--- src/rtl/tssr_pkg.sv ---
package tssr_pkg;

    localparam int SPRITE_COUNT = 40;
    localparam int TILE_COUNT   = 384;
    localparam int SCREEN_WIDTH = 160;
    localparam int SCREEN_ROWS  = 144;

    localparam int PLANE_REGION = 6144;
    localparam int PLANE_BYTES  = TILE_COUNT * 16;
    localparam int PLANE_WORDS  = TILE_COUNT * 8;
    localparam int MAP_BYTES    = 2048;
    localparam int ATTR_BYTES   = SPRITE_COUNT * 4;
    localparam int GROUPS       = (SCREEN_WIDTH + 7) / 8;
    localparam int LAST_COL     = GROUPS * 8 - 1;

    localparam int PLANE_AW = $clog2(PLANE_WORDS);
    localparam int MAP_AW   = $clog2(MAP_BYTES);
    localparam int SPR_AW   = (SPRITE_COUNT > 1) ? $clog2(SPRITE_COUNT) : 1;
    localparam int LB_AW    = $clog2(SCREEN_WIDTH);
    localparam int CLEAR_LEN = (PLANE_WORDS > MAP_BYTES) ? PLANE_WORDS : MAP_BYTES;
    localparam int CLR_W    = $clog2(CLEAR_LEN);

    localparam int SPRITE_Y_BIAS = 16;
    localparam int SPRITE_X_BIAS = 8;
    localparam int WIN_X_BIAS    = 7;

    localparam logic [1:0] KIND_VRAM   = 2'd0;
    localparam logic [1:0] KIND_ATTR   = 2'd1;
    localparam logic [1:0] KIND_RENDER = 2'd2;

    localparam logic [2:0] REG_LCDC = 3'd0;
    localparam logic [2:0] REG_BGP  = 3'd1;
    localparam logic [2:0] REG_OBP0 = 3'd2;
    localparam logic [2:0] REG_OBP1 = 3'd3;
    localparam logic [2:0] REG_SCX  = 3'd4;
    localparam logic [2:0] REG_SCY  = 3'd5;
    localparam logic [2:0] REG_WY   = 3'd6;
    localparam logic [2:0] REG_WX   = 3'd7;

    localparam int LCDC_BG_ON    = 0;
    localparam int LCDC_SPR_ON   = 1;
    localparam int LCDC_BG_MAP   = 3;
    localparam int LCDC_UNSIGNED = 4;
    localparam int LCDC_WIN_ON   = 5;
    localparam int LCDC_WIN_MAP  = 6;

    localparam int FLAG_BEHIND = 7;
    localparam int FLAG_YFLIP  = 6;
    localparam int FLAG_XFLIP  = 5;
    localparam int FLAG_PAL1   = 4;

    typedef struct packed {
        logic [1:0]  kind;
        logic [12:0] offset;
        logic [7:0]  data;
        logic [7:0]  row;
    } t_in;

    typedef struct packed {
        logic [15:0] shades;
        logic [4:0]  group;
        logic        last;
    } t_out;

    typedef struct packed {
        logic       v;
        logic [7:0] x;
        logic [1:0] sh;
    } t_layer;

    typedef struct packed {
        t_layer behind;
        t_layer front;
    } t_line;

    typedef struct packed {
        logic                plane_en;
        logic                map_en;
        logic                attr_en;
        logic                clear;
        logic [PLANE_AW-1:0] plane_addr;
        logic                lane;
        logic [MAP_AW-1:0]   map_addr;
        logic [SPR_AW-1:0]   attr_addr;
        logic [1:0]          attr_lane;
        logic [7:0]          data;
    } t_vram_wr;

    typedef struct packed {
        logic [PLANE_AW-1:0] plane_addr;
        logic [MAP_AW-1:0]   map_addr;
        logic [SPR_AW-1:0]   attr_addr;
    } t_vram_rd;

    typedef struct packed {
        logic             wr_en;
        logic             merge;
        logic             front;
        logic [7:0]       x;
        logic [1:0]       sh;
        logic [LB_AW-1:0] wr_addr;
    } t_lb_op;

    function automatic logic [1:0] pix_index(input logic [7:0] lo, input logic [7:0] hi,
                                             input logic [2:0] px);
        logic [2:0] sh;
        sh = 3'd7 - px;
        return {hi[sh], lo[sh]};
    endfunction

    function automatic logic [1:0] pal_shade(input logic [7:0] pal, input logic [1:0] c);
        return 2'(pal >> {c, 1'b0});
    endfunction

endpackage

--- src/rtl/tssr_linebuf.sv ---
module tssr_linebuf (
    input  logic                         i_clk,
    input  logic [tssr_pkg::LB_AW-1:0]   i_rd_addr,
    input  tssr_pkg::t_lb_op             i_op,
    output tssr_pkg::t_line              o_q
);
    import tssr_pkg::*;

    t_line  r_mem [SCREEN_WIDTH];
    t_line  wr_data;
    t_layer sel;
    logic   take;

    always_comb begin
        wr_data = o_q;
        sel     = i_op.front ? o_q.front : o_q.behind;
        take    = !sel.v || (i_op.x < sel.x);
        if (!i_op.merge) begin
            wr_data = '0;
        end else if (take) begin
            if (i_op.front) begin
                wr_data.front = '{v: 1'b1, x: i_op.x, sh: i_op.sh};
            end else begin
                wr_data.behind = '{v: 1'b1, x: i_op.x, sh: i_op.sh};
            end
        end
    end

    always_ff @(posedge i_clk) begin
        if (i_op.wr_en) begin
            r_mem[i_op.wr_addr] <= wr_data;
        end
        o_q <= r_mem[i_rd_addr];
    end

endmodule

--- config.mk ---
export PLATFORM = sky130hd
export DESIGN_NAME = tssr_linebuf
export DESIGN_NICKNAME = d
export VERILOG_FILES = /design/src/rtl/tssr_pkg.sv /design/src/rtl/tssr_linebuf.sv
export SDC_FILE = /design/constraint.sdc
export NUM_CORES = 2
export LEC_CHECK = 0
export BUFFER_PORTS_ARGS = -buffer_cell sky130_fd_sc_hd__clkbuf_2
export CAP_MARGIN = 25
export CORE_UTILIZATION = 35
export DETAILED_ROUTE_END_ITERATION = 8
export GPL_TIMING_DRIVEN = 0
export RECOVER_POWER = 50
export SYNTH_ARGS = -nofsm -noshare
export SYNTH_HDL_FRONTEND = slang
export SYNTH_SLANG_ARGS = --single-unit
--- constraint.sdc ---
create_clock -name i_clk -period 9.85 [get_ports i_clk]
set_input_delay 0.4925 -clock i_clk [delete_from_list [all_inputs] [get_ports i_clk]]
set_output_delay 0.4925 -clock i_clk [all_outputs]
set_load 0.01 [all_outputs]
# --- After elaboration in Yosys (flattened, before gate mapping) ---
# Memory sizes are Yosys's and may differ from the RTL's. A register that Yosys moved wholly into a read port is not among the register bits.
# Cells that the tools add are included.
classes:
  n_mux: 7
  n_reduce_logical: 2
  magnitude_cmp: 1
op_table:
  columns: ["op", "n"]
  rows:
  - ["22-bit two-way mux", 2]
  - ["11-bit two-way mux", 3]
  - ["8-bit less-than comparator", 1]
  - ["1-bit two-way mux", 2]
  - ["1-bit logical NOT", 1]
  - ["1-bit logical OR", 1]
word_totals:
  inputBits: 30
  mem_bits_rw: 3520
  out_inout_bits: 22
  reg_bits: 0
  wordCells: 11
  n_memories: 1
memory_table:
  columns: ["memory", "depth", "word_bits", "read_ports", "rd_ports_with_merged_regs", "write_ports", "line_no", "source"]
  rows:
  - ["r_mem", 160, 22, 1, 1, 1, "tssr_linebuf.sv:9", "t_line r_mem [SCREEN_WIDTH];"]

# --- Longest topological paths before layout ---
depth:
  word_depth: 5
  ltp_mapped: 12
  depth_no_buf: 7

# --- Worst setup path before layout ---
# OpenSTA, ideal clock, no wires.
synth_timing:
  kind: "input to register"
  startpoint: "input i_op[19] (netlist name)"
  endpoint: "memory r_mem[0][21] (netlist name), data pin"
  arrival_time_ns: 7.728
  stages: 4
  setup_slack_ns: 0.628
  path_buffers: 3
  setup_time_ns: 1.494
  t_required_ns: 8.356
  path_cell_list: "clkbuf_1 -> clkbuf_1 -> clkbuf_1 -> a21boi_0"
synth_rtl:
  columns: ["item", "line_no", "source"]
  rows:
  - ["start, declared", "tssr_linebuf.sv:4", "input tssr_pkg::t_lb_op i_op,"]
  - ["end, declared", "tssr_linebuf.sv:9", null]

==> metrics.md <==
| Metric | Value |
|---|---|
| Initial antenna violation count | between 60 and 70 |
| Final HPWL DP | 373 mm |
| Synthesized area per cell | 22.4 um^2 |
| Switching Share | 0.247 |
| Post-route insts no fill | ~12000 |
| TritonCTS clock tree | done |
| Share of layout cells above drive strength 1 | 0.259 |
| XOR/XNOR share of the synthesized area | 0 |
| Total grt overflow | 0 |
| Post-Synthesis Cells | a little over 6000 |
| Maxcap violations | 150 |
| Setup repair bufs after CTS | 0 |
| Failing checks | capacitance limit, slew limit |
| Pin count of the biggest net entering global routing | 89 |
| Drt first pass iters | 8 |
| LEAKAGE | roughly 49 nW |
| Hold path startpoint | i_op[17] |
| Post-CTS sizing | 0 |
| Largest stage delay, worst path | around 1.4 ns |
| Starting density of the core | 0.353 |
| Internal power | ~26 mW |
| Mapped Nets | 6119 |
| First-pass GRT wire length | 701 mm |
| Largest family of logic cells by synthesized area | multiplexers |
| HP Class | in2reg |
| Vias per Instance | around 6.4 |
| Worst R2R Start | o_q[21]$_DFF_P_ |
| Clk_lat worst skew | 1.00 ns |
| Cell chain of the critical path | clkbuf_1 > clkbuf_1 > clkbuf_1 > a21boi_0 > clkbuf_1 > clkbuf_1 > clkbuf_1 > clkbuf_1 |
| Die Wd | between 600 and 700 um |
| Ys flop type | edfxtp_1 |
| CP max stage cell | clkbuf_1 |
| Max frequency | between 100 and 150 MHz |
| Clk sinks | 3542 |
| Worst Path Max Fanout | 42 |
| Row cnt | around 230 |
| Layout area overhead | 16.1% |
| H-tree depth | 5 |
| Mux cell area share after synthesis | 0.162 |
| CP arrival | 7.35 ns |
| NumNets Final | about 7000 |
| Sw power | 8.49 mW |
| Overall die height | 626 um |
| Synth cell types | 67 |
| Reg power frac | 0.504 |
| Clk pwr share | 0.403 |
| Synth top area cells | edfxtp_1 (77%), mux4_2 (14%), mux2i_1 (1.6%), nor2_1 (0.56%), o22ai_1 (0.43%) |
| Register area | 0.106 mm^2 |
| Port bufs | 41 |
| Post-synthesis simple-gate area fraction | 0.0193 |
| Most common cell after layout, fill and taps aside | edfxtp_1 |
| Final Setup Violations | 0 |
| Remaining DRCs | 0 |
| Setup tns final | 0 ns |
| Crit. Startpoint | i_op[19] |
| Worst-path clk slew | roughly 0.060 ns |
| Multi-input logic area | around 0.029 mm^2 |
| RSZ-0062 raised after global routing | no |
| Synthesized cell area | 0.136 mm^2 |
| Rel. slew slack | -1.23 |
| Logic pwr share | 0.093 |
| Crit path top cell by count | clkbuf_1 |
| Die area | roughly 0.39 mm^2 |
| DR WL/cell | about 45 um |
| Top-area cell type share of the netlist area | 0.775 |
| Vias in the first global route | ~70000 |
| Hold Buf Count CTS | 0 |
| Synth Area in Adders | 0.000642 |
| Placed cells | around 12000 |
| Run status | finished, violations left |
| Routed wire length | 550 mm |
| Endpoint type of the worst setup path | register |
| Clk root buf | clkbuf_16 |
| Most frequent cells in the layout | edfxtp_1 (3520), mux4_2 (877), clkbuf_16 (365), clkbuf_1 (336), mux2i_1 (214) |
| Pwr/cell area | between 200 and 250 mW/mm^2 |
| Compound-Gate Fraction of Synth Area | 0.0258 |
| ANT nets after route | 0 |
| Final hold violation count | 0 |
| CP startpoint kind | input pin |
| Pins Over Slew Limit | approximately 2700 |
| Post-synth EDFFs | approximately 3500 |
| #FFs+latches synth | between 3000 and 4000 |
| Register area share after synthesis | 0.778 |
| Req. time, crit path | 10.32 ns |
| Ports | 52 |
| Maximum clock path buffer count | 4 |
| Layout Skew | approximately 0.079 ns |
| Final period util | 0.698 |
| Final GP Congestion | roughly 1.0 |
| Syn. warnings | 0 |
| Aggregate global-route resource usage | 0.274 |
| Max VDD drop | 157 uV |
| Synth area leader | edfxtp_1 |
| Filler cell count in the final layout | around 34000 |
| Initial DRC Count | 15268 |
| Tmin final | 6.88 ns |
| Slew @ Worst Pin | 3.35 ns |
| DR vias | around 78000 |
| Crit path kind | in2reg |
| TritonCTS Buffers | 361 |
| Post-synth ARST share | 0 |
| Core Region | between 0.3 and 0.4 mm^2 |
==> routing by layer <==
layer / vias to the layer above / GRT usage / part of all wire
met5: - / 0 / 0.00017
met4: 14 / 0.163 / 0.073
met3: 1540 / 0.123 / 0.16
met2: 7452 / 0.390 / 0.42
met1: 41651 / 0.344 / 0.34
li1: 27422 / - / -
==> synth_stat cells, types with 24 or more instances <==
cell and instances:
a211oi_1 28, a21oi_1 60, a22oi_1 75, a31oi_1 38, and3_1 24, buf_1 26, buf_2 70, buf_4 70
buf_6 40, clkbuf_1 140, edfxtp_1 3520, mux2i_1 214, mux4_2 877, nand2_1 142, nand3_1 61, nand4_1 32
nor2_1 203, nor2b_1 38, nor3_1 28, o2111ai_1 24, o21ai_0 47, o22ai_1 93
==> kinds of logic (layout without fill, tap and decap cells) <==
kind of cell	after synthesis	after routing
and+or+nand+nor	571	571
buffers and inverters	354	1322
AOI/OAI and AO/OA	504	504
other	0	62
adders and majority gates	7	7
DFF	3542	3542
muxes	1104	1104
==> through the flow <==
step	hold WS, ns	cell area (um^2)	utilization	setup WS, ns	total power [mW]
3_5_place_dp	0.807	150000	0.388	3.64	20.7
6_report	0.113	158000	0.410	2.97	34.3
4_1_cts	0.0750	162000	0.419	4.64	34.2
5_1_grt	0.106	158000	0.409	2.70	34.8
3_3_place_gp	0.971	143000	0.370	-8.94	20.8
2_1_floorplan	0.736	136000	-	0.628	19.1
==> final timing paths <==
check	to	slack [ns]	cells past startpoint
max	r_mem[31][21]$_DFFE_PP_	2.97	8
max reg2reg	r_mem[31][21]$_DFFE_PP_	3.49	6
min	r_mem[67][20]$_DFFE_PP_	0.11	3
min reg2reg	r_mem[66][20]$_DFFE_PP_	0.88	2
==> flip-flops by register name (all words and copies together), names as in the netlist <==
register and cells:
r_mem 3520, o_q 22
==> power by group through the flow <==
stage                     logic (mW)  clock network, mW  registers (mW)
after floorplan                 1.23                  0            17.8
after global placement          2.65                  0            18.2
after detailed placement        3.05                  0            17.6
final                           3.19               13.8            17.3
after CTS                       3.06               13.8            17.3
after global routing            3.14               14.4            17.3
==> cell type report <==
cell class              instances  share of cell area
flip-flops and latches       3542               0.670
well taps                    5175              0.0409
plain buffers                 349              0.0132
diodes                         62            0.000979
repair buffers                316              0.0199
clock buffers                 437              0.0594
clock inverters               215              0.0147
multi-input cells            2186               0.181
inverters                       5            0.000118
==> worst max-delay path: cells and delay by family <==
kind | cells | cell delay, ns
AOI/OAI and AO/OA | 1 | 1.24
buffers and inverters | 7 | 5.56
No activity file was read; power rests on OpenSTA's default activity.
